==> src/sv/idlr_pkg.sv <==
package idlr_pkg;

    localparam int TIME_W        = 32;
    localparam int VALUE_W       = 32;
    localparam int DAY_IDX_W     = 16;
    localparam int PROD_W        = 2 * TIME_W;
    localparam int MAX_RESULTS   = 16;
    localparam int MAX_DAYS_DEF  = 15;
    localparam int TIME_FRAC_DEF = 16;

    typedef enum logic [2:0] {
        ST_IDLE,
        ST_DECIDE,
        ST_START,
        ST_MUL,
        ST_DIV,
        ST_PUSH,
        ST_TAIL
    } t_state;

    typedef enum logic {
        KIND_HELD,
        KIND_LINE
    } t_kind;

    typedef struct packed {
        logic              start;
        logic [TIME_W-1:0] mag;
        logic [TIME_W-1:0] num;
        logic [TIME_W-1:0] bias;
    } t_mul_req;

    typedef struct packed {
        logic              start;
        logic [PROD_W-1:0] dividend;
        logic [TIME_W-1:0] divisor;
    } t_div_req;

endpackage

==> src/sv/idlr_in_if.sv <==
interface idlr_in_if;
    import idlr_pkg::*;

    logic                      valid;
    logic                      ready;
    logic [TIME_W-1:0]         sample_time;
    logic signed [VALUE_W-1:0] sample_value;
    logic                      first_sample;
    logic                      last_sample;

    modport source (
        output valid, sample_time, sample_value, first_sample, last_sample,
        input  ready
    );

    modport sink (
        input  valid, sample_time, sample_value, first_sample, last_sample,
        output ready
    );
endinterface

==> src/sv/idlr_out_if.sv <==
interface idlr_out_if;
    import idlr_pkg::*;

    logic                      valid;
    logic                      ready;
    logic [DAY_IDX_W-1:0]      day_index;
    logic signed [VALUE_W-1:0] day_value;
    logic                      run_end;
    logic                      gap_overflow;

    modport source (
        output valid, day_index, day_value, run_end, gap_overflow,
        input  ready
    );

    modport sink (
        input  valid, day_index, day_value, run_end, gap_overflow,
        output ready
    );
endinterface

==> src/sv/idlr_mul.sv <==
module idlr_mul (
    input  logic                        i_clk,
    input  logic                        i_rst_n,
    input  idlr_pkg::t_mul_req          i_req,
    output logic                        o_done,
    output logic [idlr_pkg::PROD_W-1:0] o_product
);
    import idlr_pkg::*;

    localparam int STEPS = TIME_W;
    localparam int CNT_W = $clog2(STEPS);

    logic              r_busy, n_busy;
    logic              r_done, n_done;
    logic [CNT_W-1:0]  r_cnt, n_cnt;
    logic [TIME_W-1:0] r_mag, r_hi, r_lo, n_hi, n_lo;
    logic [TIME_W:0]   w_sum;

    // one multiplier bit per cycle, bias preloaded into the high half
    always_comb begin
        w_sum  = {1'b0, r_hi} + (r_lo[0] ? {1'b0, r_mag} : '0);
        n_busy = r_busy;
        n_cnt  = r_cnt;
        n_done = 1'b0;
        n_hi   = r_hi;
        n_lo   = r_lo;
        if (i_req.start) begin
            n_busy = 1'b1;
            n_cnt  = '0;
            n_hi   = i_req.bias;
            n_lo   = i_req.num;
        end else if (r_busy) begin
            n_hi  = w_sum[TIME_W:1];
            n_lo  = {w_sum[0], r_lo[TIME_W-1:1]};
            n_cnt = r_cnt + CNT_W'(1);
            if (r_cnt == CNT_W'(STEPS - 1)) begin
                n_busy = 1'b0;
                n_done = 1'b1;
            end
        end
    end

    always_ff @(posedge i_clk) begin
        if (!i_rst_n) begin
            r_busy <= 1'b0;
            r_done <= 1'b0;
            r_cnt  <= '0;
        end else begin
            r_busy <= n_busy;
            r_done <= n_done;
            r_cnt  <= n_cnt;
        end
    end

    always_ff @(posedge i_clk) begin
        r_hi <= n_hi;
        r_lo <= n_lo;
        if (i_req.start) begin
            r_mag <= i_req.mag;
        end
    end

    assign o_done    = r_done;
    assign o_product = {r_hi, r_lo};
endmodule

==> src/sv/idlr_div.sv <==
module idlr_div (
    input  logic                        i_clk,
    input  logic                        i_rst_n,
    input  idlr_pkg::t_div_req          i_req,
    output logic                        o_done,
    output logic [idlr_pkg::TIME_W-1:0] o_quotient
);
    import idlr_pkg::*;

    localparam int STEPS = TIME_W;
    localparam int CNT_W = $clog2(STEPS);

    logic              r_busy, n_busy;
    logic              r_done, n_done;
    logic [CNT_W-1:0]  r_cnt, n_cnt;
    logic [TIME_W-1:0] r_den, r_rem, r_lo, n_rem, n_lo;
    logic [TIME_W:0]   w_shift, w_trial;
    logic              w_ge;

    // restoring division, one quotient bit per cycle; the high half of the
    // dividend is always below the divisor so the quotient fits one word
    always_comb begin
        w_shift = {r_rem, r_lo[TIME_W-1]};
        w_trial = w_shift - {1'b0, r_den};
        w_ge    = (w_shift >= {1'b0, r_den});
        n_busy  = r_busy;
        n_cnt   = r_cnt;
        n_done  = 1'b0;
        n_rem   = r_rem;
        n_lo    = r_lo;
        if (i_req.start) begin
            n_busy = 1'b1;
            n_cnt  = '0;
            n_rem  = i_req.dividend[PROD_W-1:TIME_W];
            n_lo   = i_req.dividend[TIME_W-1:0];
        end else if (r_busy) begin
            n_rem = w_ge ? w_trial[TIME_W-1:0] : w_shift[TIME_W-1:0];
            n_lo  = {r_lo[TIME_W-2:0], w_ge};
            n_cnt = r_cnt + CNT_W'(1);
            if (r_cnt == CNT_W'(STEPS - 1)) begin
                n_busy = 1'b0;
                n_done = 1'b1;
            end
        end
    end

    always_ff @(posedge i_clk) begin
        if (!i_rst_n) begin
            r_busy <= 1'b0;
            r_done <= 1'b0;
            r_cnt  <= '0;
        end else begin
            r_busy <= n_busy;
            r_done <= n_done;
            r_cnt  <= n_cnt;
        end
    end

    always_ff @(posedge i_clk) begin
        r_rem <= n_rem;
        r_lo  <= n_lo;
        if (i_req.start) begin
            r_den <= i_req.divisor;
        end
    end

    assign o_done     = r_done;
    assign o_quotient = r_lo;
endmodule

==> src/sv/integer_day_linear_resampler.sv <==
// a first-sample value passes from the accept through the decide and push states into the
// output register; an interpolated day passes through the start, multiply, divide and push
// states, and a ceil day is pushed from the tail state after the last interpolated day, or
// after the decide state when there is none; one item in flight, the 32-step bit-serial
// multiplier and divider set the per-day cost, and a push waits while the output is stalled
// reset: synchronous active low, clears sequencer, output valid and previous sample
module integer_day_linear_resampler #(
    parameter int MAX_DAYS_PER_STEP = idlr_pkg::MAX_DAYS_DEF,
    parameter int TIME_FRAC_BITS    = idlr_pkg::TIME_FRAC_DEF
) (
    input  logic              i_clk,
    input  logic              i_rst_n,
    idlr_in_if.sink           i_smp,
    idlr_out_if.source        o_day
);
    import idlr_pkg::*;

    // whole-day part of a time word
    localparam int DAY_W   = TIME_W - TIME_FRAC_BITS;
    // results per item are capped, one slot is kept for the ceil day
    localparam int DAY_CAP = (MAX_DAYS_PER_STEP < MAX_RESULTS - 1) ?
                             MAX_DAYS_PER_STEP : MAX_RESULTS - 1;
    localparam int LEFT_W  = $clog2(DAY_CAP + 1);

    // sequencer
    t_state r_state, n_state;

    // stored previous sample and series flag
    logic [TIME_W-1:0]  r_prev_time;
    logic [VALUE_W-1:0] r_prev_value;
    logic               r_series_open;

    // current item
    logic [TIME_W-1:0]  r_cur_time;
    logic [VALUE_W-1:0] r_cur_value;
    logic               r_first;
    logic               r_last;

    // per-item bookkeeping
    logic               r_ceil;      // ceil day still to be sent
    logic               r_gap;       // days of this item were cut
    logic [LEFT_W-1:0]  r_left;      // interpolated days still to be sent
    logic [DAY_W:0]     r_day;       // day of the result being built
    t_kind              r_kind;
    logic               r_neg;       // line slopes down

    // serial units
    t_mul_req           r_mul_req;
    t_div_req           r_div_req;
    logic               w_mul_done, w_div_done;
    logic [PROD_W-1:0]  w_product;
    logic [TIME_W-1:0]  w_quo;

    // output register
    logic                 r_out_valid;
    logic [DAY_IDX_W-1:0] r_out_index;
    logic [VALUE_W-1:0]   r_out_value;
    logic                 r_out_end;
    logic                 r_out_gap;

    // decode of the current item against the previous sample
    logic [DAY_W-1:0]   w_cur_fday, w_prev_fday, w_count;
    logic               w_whole, w_later, w_open_new, w_over;
    logic [LEFT_W-1:0]  w_count_cut;
    logic [VALUE_W:0]   w_diff, w_neg_diff;
    logic [TIME_W-1:0]  w_mag, w_num, w_den;
    logic [VALUE_W-1:0] w_line;
    logic [TIME_W:0]    w_day_ext;
    logic               w_slot_free;

    // strobes from the output decode
    logic w_accept, w_mul_go, w_div_go, w_push, w_finish;

    assign w_cur_fday  = r_cur_time[TIME_W-1:TIME_FRAC_BITS];
    assign w_prev_fday = r_prev_time[TIME_W-1:TIME_FRAC_BITS];
    assign w_whole     = (r_cur_time[TIME_FRAC_BITS-1:0] == '0);
    assign w_later     = (r_cur_time > r_prev_time);
    assign w_open_new  = r_first || !r_series_open;
    // only used when time went up, so the day count cannot wrap
    assign w_count     = w_cur_fday - w_prev_fday;
    assign w_over      = (w_count > DAY_W'(DAY_CAP));
    assign w_count_cut = w_over ? LEFT_W'(DAY_CAP) : w_count[LEFT_W-1:0];

    // slope magnitude and sign, one bit wider to hold any difference
    assign w_diff     = {r_cur_value[VALUE_W-1], r_cur_value}
                      - {r_prev_value[VALUE_W-1], r_prev_value};
    assign w_neg_diff = (VALUE_W + 1)'(0) - w_diff;
    assign w_mag      = w_diff[VALUE_W] ? w_neg_diff[VALUE_W-1:0] : w_diff[VALUE_W-1:0];

    // distance of the day from the previous sample, and the span of the step
    assign w_num = {r_day[DAY_W-1:0], {TIME_FRAC_BITS{1'b0}}} - r_prev_time;
    assign w_den = r_cur_time - r_prev_time;

    // rounded quotient is at most the magnitude, so the line never leaves its ends
    assign w_line = r_neg ? (r_prev_value - w_quo) : (r_prev_value + w_quo);

    // day number extended so its low bits can always be taken
    assign w_day_ext   = {{(TIME_W - DAY_W){1'b0}}, r_day};
    assign w_slot_free = !r_out_valid || o_day.ready;

    // next state
    always_comb begin
        n_state = r_state;
        case (r_state)
            ST_IDLE: begin
                if (i_smp.valid) begin
                    n_state = ST_DECIDE;
                end
            end
            ST_DECIDE: begin
                if (w_open_new) begin
                    n_state = ST_PUSH;
                end else if (w_later && (w_count != '0)) begin
                    n_state = ST_START;
                end else begin
                    n_state = ST_TAIL;
                end
            end
            ST_START: begin
                n_state = ST_MUL;
            end
            ST_MUL: begin
                if (w_mul_done) begin
                    n_state = ST_DIV;
                end
            end
            ST_DIV: begin
                if (w_div_done) begin
                    n_state = ST_PUSH;
                end
            end
            ST_PUSH: begin
                if (w_slot_free) begin
                    if ((r_kind == KIND_LINE) && (r_left != LEFT_W'(1))) begin
                        n_state = ST_START;
                    end else begin
                        n_state = ST_TAIL;
                    end
                end
            end
            ST_TAIL: begin
                n_state = r_ceil ? ST_PUSH : ST_IDLE;
            end
            default: begin
                n_state = ST_IDLE;
            end
        endcase
    end

    // state decode
    always_comb begin
        w_accept = 1'b0;
        w_mul_go = 1'b0;
        w_div_go = 1'b0;
        w_push   = 1'b0;
        w_finish = 1'b0;
        case (r_state)
            ST_IDLE:  w_accept = i_smp.valid;
            ST_START: w_mul_go = 1'b1;
            ST_MUL:   w_div_go = w_mul_done;
            ST_PUSH:  w_push   = w_slot_free;
            ST_TAIL:  w_finish = !r_ceil;
            default: begin
                w_accept = 1'b0;
            end
        endcase
    end

    assign i_smp.ready = (r_state == ST_IDLE);

    // control state
    always_ff @(posedge i_clk) begin
        if (!i_rst_n) begin
            r_state       <= ST_IDLE;
            r_out_valid   <= 1'b0;
            r_series_open <= 1'b0;
            r_prev_time   <= '0;
            r_prev_value  <= '0;
            r_mul_req     <= '0;
            r_div_req     <= '0;
        end else begin
            r_state <= n_state;

            if (w_push) begin
                r_out_valid <= 1'b1;
            end else if (o_day.ready) begin
                r_out_valid <= 1'b0;
            end

            // the item becomes the previous sample once all its results are out
            if (w_finish) begin
                r_prev_time   <= r_cur_time;
                r_prev_value  <= r_cur_value;
                r_series_open <= !r_last;
            end

            r_mul_req.start <= w_mul_go;
            if (w_mul_go) begin
                r_mul_req.mag  <= w_mag;
                r_mul_req.num  <= w_num;
                // half the span is added ahead of the divide for round to nearest
                r_mul_req.bias <= {1'b0, w_den[TIME_W-1:1]};
            end

            r_div_req.start <= w_div_go;
            if (w_div_go) begin
                r_div_req.dividend <= w_product;
                r_div_req.divisor  <= w_den;
            end
        end
    end

    // item and result payload
    always_ff @(posedge i_clk) begin
        if (w_accept) begin
            r_cur_time  <= i_smp.sample_time;
            r_cur_value <= i_smp.sample_value;
            r_first     <= i_smp.first_sample;
            r_last      <= i_smp.last_sample;
        end

        if (r_state == ST_DECIDE) begin
            r_ceil <= r_last && !w_whole;
            r_gap  <= !w_open_new && w_later && w_over;
            r_left <= w_count_cut;
            if (w_open_new) begin
                r_kind <= KIND_HELD;
                r_day  <= (DAY_W + 1)'(w_cur_fday);
            end else begin
                r_kind <= KIND_LINE;
                r_day  <= (DAY_W + 1)'(w_prev_fday) + (DAY_W + 1)'(1);
            end
        end

        if (w_mul_go) begin
            r_neg <= w_diff[VALUE_W];
        end

        if (w_push) begin
            r_out_index <= w_day_ext[DAY_IDX_W-1:0];
            r_out_gap   <= r_gap;
            if (r_kind == KIND_LINE) begin
                r_out_value <= w_line;
                r_out_end   <= (r_left == LEFT_W'(1)) && !r_ceil;
                r_left      <= r_left - LEFT_W'(1);
                r_day       <= r_day + (DAY_W + 1)'(1);
            end else begin
                r_out_value <= r_cur_value;
                r_out_end   <= !r_ceil;
            end
        end

        // ceil day of the final sample, its own value one day past floor
        if ((r_state == ST_TAIL) && r_ceil) begin
            r_ceil <= 1'b0;
            r_kind <= KIND_HELD;
            r_day  <= (DAY_W + 1)'(w_cur_fday) + (DAY_W + 1)'(1);
        end
    end

    idlr_mul u_mul (
        .i_clk     (i_clk),
        .i_rst_n   (i_rst_n),
        .i_req     (r_mul_req),
        .o_done    (w_mul_done),
        .o_product (w_product)
    );

    idlr_div u_div (
        .i_clk      (i_clk),
        .i_rst_n    (i_rst_n),
        .i_req      (r_div_req),
        .o_done     (w_div_done),
        .o_quotient (w_quo)
    );

    assign o_day.valid        = r_out_valid;
    assign o_day.day_index    = r_out_index;
    assign o_day.day_value    = r_out_value;
    assign o_day.run_end      = r_out_end;
    assign o_day.gap_overflow = r_out_gap;
endmodule

==> src/flat_wrapper.sv <==
// flat-port wrapper written by rule: the top's interface ports become plain ports
module integer_day_linear_resampler_flat import idlr_pkg::*;
#(
    parameter int MAX_DAYS_PER_STEP = idlr_pkg::MAX_DAYS_DEF,
    parameter int TIME_FRAC_BITS    = idlr_pkg::TIME_FRAC_DEF
)
  (i_clk, i_rst_n, i_smp_valid, i_smp_sample_time, i_smp_sample_value, i_smp_first_sample, i_smp_last_sample, i_smp_ready, o_day_valid, o_day_day_index, o_day_day_value, o_day_run_end, o_day_gap_overflow, o_day_ready);
  idlr_in_if i_smp_i ();
  idlr_out_if o_day_i ();
  input  logic i_clk;
  input  logic i_rst_n;
  input wire logic [$bits(i_smp_i.valid)-1:0] i_smp_valid;
  input wire logic [$bits(i_smp_i.sample_time)-1:0] i_smp_sample_time;
  input wire logic [$bits(i_smp_i.sample_value)-1:0] i_smp_sample_value;
  input wire logic [$bits(i_smp_i.first_sample)-1:0] i_smp_first_sample;
  input wire logic [$bits(i_smp_i.last_sample)-1:0] i_smp_last_sample;
  output wire logic [$bits(i_smp_i.ready)-1:0] i_smp_ready;
  output wire logic [$bits(o_day_i.valid)-1:0] o_day_valid;
  output wire logic [$bits(o_day_i.day_index)-1:0] o_day_day_index;
  output wire logic [$bits(o_day_i.day_value)-1:0] o_day_day_value;
  output wire logic [$bits(o_day_i.run_end)-1:0] o_day_run_end;
  output wire logic [$bits(o_day_i.gap_overflow)-1:0] o_day_gap_overflow;
  input wire logic [$bits(o_day_i.ready)-1:0] o_day_ready;
  assign i_smp_i.valid = i_smp_valid;
  assign i_smp_i.sample_time = i_smp_sample_time;
  assign i_smp_i.sample_value = i_smp_sample_value;
  assign i_smp_i.first_sample = i_smp_first_sample;
  assign i_smp_i.last_sample = i_smp_last_sample;
  assign i_smp_ready = i_smp_i.ready;
  assign o_day_valid = o_day_i.valid;
  assign o_day_day_index = o_day_i.day_index;
  assign o_day_day_value = o_day_i.day_value;
  assign o_day_run_end = o_day_i.run_end;
  assign o_day_gap_overflow = o_day_i.gap_overflow;
  assign o_day_i.ready = o_day_ready;
  integer_day_linear_resampler #(.MAX_DAYS_PER_STEP(MAX_DAYS_PER_STEP), .TIME_FRAC_BITS(TIME_FRAC_BITS)) u_core (.i_clk(i_clk), .i_rst_n(i_rst_n), .i_smp(i_smp_i), .o_day(o_day_i));
endmodule
==> config.mk <==
export PLATFORM = sky130hd
export DESIGN_NAME = integer_day_linear_resampler_flat
export DESIGN_NICKNAME = d
export VERILOG_FILES = /design/src/sv/idlr_pkg.sv /design/src/sv/idlr_in_if.sv /design/src/sv/idlr_out_if.sv /design/src/sv/idlr_mul.sv /design/src/sv/idlr_div.sv /design/src/sv/integer_day_linear_resampler.sv /design/src/flat_wrapper.sv
export SDC_FILE = /design/constraint.sdc
export NUM_CORES = 1
export LEC_CHECK = 0
export BUFFER_PORTS_ARGS = -buffer_cell sky130_fd_sc_hd__buf_2
export CAP_MARGIN = 20
export CELL_PAD_IN_SITES_DETAIL_PLACEMENT = 1
export CELL_PAD_IN_SITES_GLOBAL_PLACEMENT = 1
export CORE_MARGIN = 2
export CORE_UTILIZATION = 54
export CTS_BUF_LIST = sky130_fd_sc_hd__clkbuf_4 sky130_fd_sc_hd__clkbuf_8
export CTS_CLUSTER_SIZE = 28
export DETAILED_ROUTE_END_ITERATION = 6
export PLACE_DENSITY_LB_ADDON = 0.12
export SLEW_MARGIN = 10
export SYNTH_ARGS = -nofsm -noshare
export SYNTH_HDL_FRONTEND = slang
export SYNTH_SLANG_ARGS = --single-unit
==> constraint.sdc <==
create_clock -name i_clk -period 11.7 [get_ports i_clk]
set_input_delay 1.17 -clock i_clk [delete_from_list [all_inputs] [get_ports i_clk]]
set_output_delay 1.17 -clock i_clk [all_outputs]
set_load 0.02 [all_outputs]
==> metrics.md <==
| Metric | Value |
|---|---|
| Status | `finished clean` |
| EDFF count, synth | `310` |
| Remaining DRCs | `0` |
| CP max stage delay | `0.67 ns` |
| Core area | `62970 um2` |
| Sink Count | `608` |
| Vias in the first global route | `30440` |
| Pre-CTS WS | `6.058 ns` |
| Element type at the critical path start | `register` |
| Post-route ant nets | `0` |
| Fmax | `173.9 MHz` |
| Hold Slack | `0.4192 ns` |
| Std cell rows | `92` |
| CP max FO | `5` |
| Final instance area | `37880 um2` |
| Die height | `256.3 um` |
| Routed WL per cell | `23.93 um` |
| Via/cell ratio | `6.194` |
| Top FF cell, synth | `edfxtp_1` |
| Clk slew on worst S/H paths | `0.06 ns` |
| Worst-Skew Late Latency | `0.74 ns` |
| Sequential area share after synthesis | `0.4443` |
| Sum Neg Setup Slack | `0 ns` |
| Tot GR Track Use | `0.3419` |
| FILL cells | `7219` |
| Reg2Reg Capture Point | `u_core.o_day.day_value[31]$_DFFE_PP_` |
| Critical path cell sequence | `nor4_1, nand2_1, nor4b_1, and2_1, nor2_1, xnor2_1, ha_1, o21ai_0, a21oi_1, a221o_1, a21oi_1, nor2b_1, o31ai_1, a21oi_1, o41ai_1, o21ai_0, a31oi_1, xnor2_1, a21oi_1` |
| Iteration-0 DRC Markers | `2280` |
| Critical-path top delay cell | `nor4b_1` |
| Initial Util | `0.5460` |
| Drt first pass iters | `7` |
| Post-synthesis net count | `4031` |
| Clock Skew | `0.03036 ns` |
| Global-route wire length before repair | `176800 um` |
| Pin count of the biggest net entering global routing | `153` |
| Syn_area_per_cell | `9.124 um2` |
| Final Cycle Share | `0.4916` |
| Initial antenna violation count | `5` |
| Clk root buf | `clkbuf_8` |
| CTS max path bufs | `3` |
| Slew Limit Fails | `0` |
| Total CTS buffers | `105` |
| Final Wtd Congestion | `0.9136` |
| Crit path required time | `12.13 ns` |
| R2r worst-path depth | `19` |
| HPWL Detailed | `84210 um` |
| Vias post-DR | `29562` |
| R2r setup slk | `5.95 ns` |
| Crit Path Class | `reg2reg` |
| Fin. Hold Viols | `0` |
| #FFs+latches synth | `608` |
| Yosys Warn Count | `0` |
| Critical path endpoint | `u_core.o_day.day_value[31]$_DFFE_PP_` |
| Final non-filler cell total | `4773` |
| Post-synth top area share | `0.2708` |
| Asr flop ratio synth | `0` |
| CP most frequent cell | `a21oi_1` |
| Area leader, netlist | `edfxtp_1` |
| Multi-input logic area | `17770 um2` |
| IO Port Bufs | `121` |
| Crit. End Element | `register` |
| Final worst slack | `5.948 ns` |
| Rel. slew slack | `0.2614` |
| DP Cell Count | `4575` |
| Min cycle time layout | `5.752 ns` |
| Worst-Margin Slew | `1.108 ns` |
| Pwr Total | `6.425 mW` |
| Hold path cells | `0` |
| LEAKAGE | `14.20 nW` |
| Io pins | `122` |
| Area Growth Syn to Fin | `10.18%` |
| FF+latch area | `15280 um2` |
| Grt total ovfl | `0` |
| Reg2reg start | `u_core.u_div.o_quotient[4]$_DFFE_PP_` |
| Hold path start | `u_core.r_gap$_DFFE_PN_` |
| Placed Instance Area | `35590 um2` |
| Fraction of layout cells with a size suffix above 1 | `0.1192` |
| Worst setup path start | `u_core.u_div.o_quotient[4]$_DFFE_PP_` |
| Final Core Density | `0.6016` |
| Final WL | `114200 um` |
| Post-Syn Area | `34380 um2` |
| Peak VDD IR | `0.1328 mV` |
| Gate Count Post-Synth | `3768` |
| Fin nets | `4099` |
| CTS tree | `built` |
| Arrival time at the worst endpoint | `6.18 ns` |
| RSZ-0062 raised after global routing | `no` |
| Post-CTS Hold Fix Bufs | `0` |
| Die W | `256.3 um` |
| Synth cell types | `86` |
| H-Tree Level Count | `3` |
| Worst hold path class | `reg2reg` |
| Pwr dens | `169.6 nW/um2` |
| Endpoints failing setup | `0` |
| Largest cells by area after synthesis | `edfxtp_1 27%, dfxtp_1 17%, ha_1 6.8%, nand2_1 6.2%, a21oi_1 5.9%` |
| Setup repair bufs after CTS | `0` |
| Die ar. | `65700 um2` |
| Max Cap Viol | `0` |
| Resized cells post-CTS | `0` |
## Yosys cell counts, types with 19 or more instances
| master | n |
|---|---|
| a31oi_1 | 28 |
| o211ai_1 | 27 |
| edfxtp_1 | 310 |
| xnor2_1 | 164 |
| and3_1 | 40 |
| nor2b_1 | 27 |
| nand4_1 | 41 |
| a21oi_1 | 406 |
| and2_1 | 45 |
| o31ai_1 | 21 |
| nor2_1 | 249 |
| nor3_1 | 58 |
| inv_1 | 181 |
| mux2_2 | 84 |
| nor4_1 | 25 |
| ha_1 | 187 |
| o21bai_1 | 19 |
| clkbuf_1 | 163 |
| xor2_1 | 73 |
| dfxtp_1 | 298 |
| nand2_1 | 569 |
| nand2b_1 | 34 |
| nand3_1 | 97 |
| a21o_1 | 81 |
| o21ai_0 | 174 |
| or3_1 | 22 |
| mux2i_1 | 37 |
| o21a_1 | 31 |
| a211oi_1 | 42 |
## worst min path at each step
stage	slack, ns	end
finish	0.42	u_core.o_day.gap_overflow$_DFFE_PP_
global route	0.41	u_core.u_div.r_den[29]$_DFFE_PP_
CTS	0.41	u_core.u_div.r_den[29]$_DFFE_PP_
detailed placement	0.41	u_core.o_day.gap_overflow$_DFFE_PP_
global placement	0.41	u_core.o_day.gap_overflow$_DFFE_PP_
floorplan	0.40	u_core.u_div.r_den[25]$_DFFE_PP_
## registers in the layout, indices dropped and copies added (netlist names), 3 cells and up
signal                   flops
u_core.r_mul_req            96
u_core.u_mul.r_lo           32
u_core.u_div.r_den          32
u_core.r_day                16
u_core.r_prev_value         32
u_core.u_div.r_cnt           5
u_core.r_cur_time           32
u_core.r_prev_time          32
u_core.r_left                4
u_core.u_div.r_rem          32
u_core.r_state               3
u_core.o_day.day_value      32
u_core.u_mul.r_mag          32
u_core.r_div_req            97
u_core.u_mul.r_cnt           5
u_core.o_day.day_index      16
u_core.u_mul.r_hi           32
u_core.r_cur_value          32
u_core.u_div.o_quotient     32
## critical path, delay by kind of cell, from the launching register on
family,cells,cell delay [ns]
compound gates,10,2.50
simple gates,6,1.82
flops,1,0.47
xor+xnor,2,0.35
fa+ha+maj,1,0.32
## kinds of logic after synthesis
group,after synthesis,synth area share
buffers and inverters,367,0.04047
AOI/OAI and AO/OA,980,0.1766
xor gates and xnor gates,238,0.06085
and+or+nand+nor,1261,0.1680
adders and majority gates,193,0.07155
DFF,608,0.4443
muxes,121,0.03829
## cells in the final DEF, fill, tap and decap left out, types with 10 or more instances in the layout
master and count:
dfxtp_1 295, nand3_1 96, or3_1 21, nor4_1 24
mux2_2 84, o211ai_1 27, a211oi_1 42, o31ai_1 21
nor2b_1 26, nand2b_1 34, buf_4 25, o21a_1 31
a21boi_0 11, nor3_1 58, mux2i_1 37, edfxtp_1 310
and3_1 40, inv_1 180, o21bai_1 19, a31oi_1 28
o22ai_1 13, ha_1 187, a211o_1 17, nor3b_1 10
xor2_1 73, buf_2 121, o311ai_0 14, nand2_1 568
clkbuf_8 124, a21oi_1 406, clkbuf_4 38, o21ai_0 174
a21o_1 81, and2_1 44, nor2_1 248, nand4_1 41
clkinv_2 21, xnor2_1 164
## report_power, final
group / total [mW] / switching [mW] / internal (mW) / leakage (nW)
Sequential: 2.65 / 0.213 / 2.44 / 5.23
Combinational: 1.66 / 1.07 / 0.583 / 7.75
Clock: 2.11 / 0.939 / 1.18 / 1.22
## layout make-up
cell class / count / area share
clock inverters: 35 / 0.007729
multi-input cells: 2793 / 0.4690
inverters: 182 / 0.01827
flip-flops and latches: 608 / 0.4035
well taps: 846 / 0.02794
repair buffers: 146 / 0.02094
diodes: 1 / 0.00006606
clock buffers: 162 / 0.05258
## metal layers
layer	up-vias	share of wire	global-route usage
met5	-	0.00028	0
met4	6	0.031	0.1093
met3	219	0.057	0.04636
met2	964	0.47	0.5705
met1	14753	0.44	0.4601
li1	13620	-	-
(Power assumes the default switching activity.)
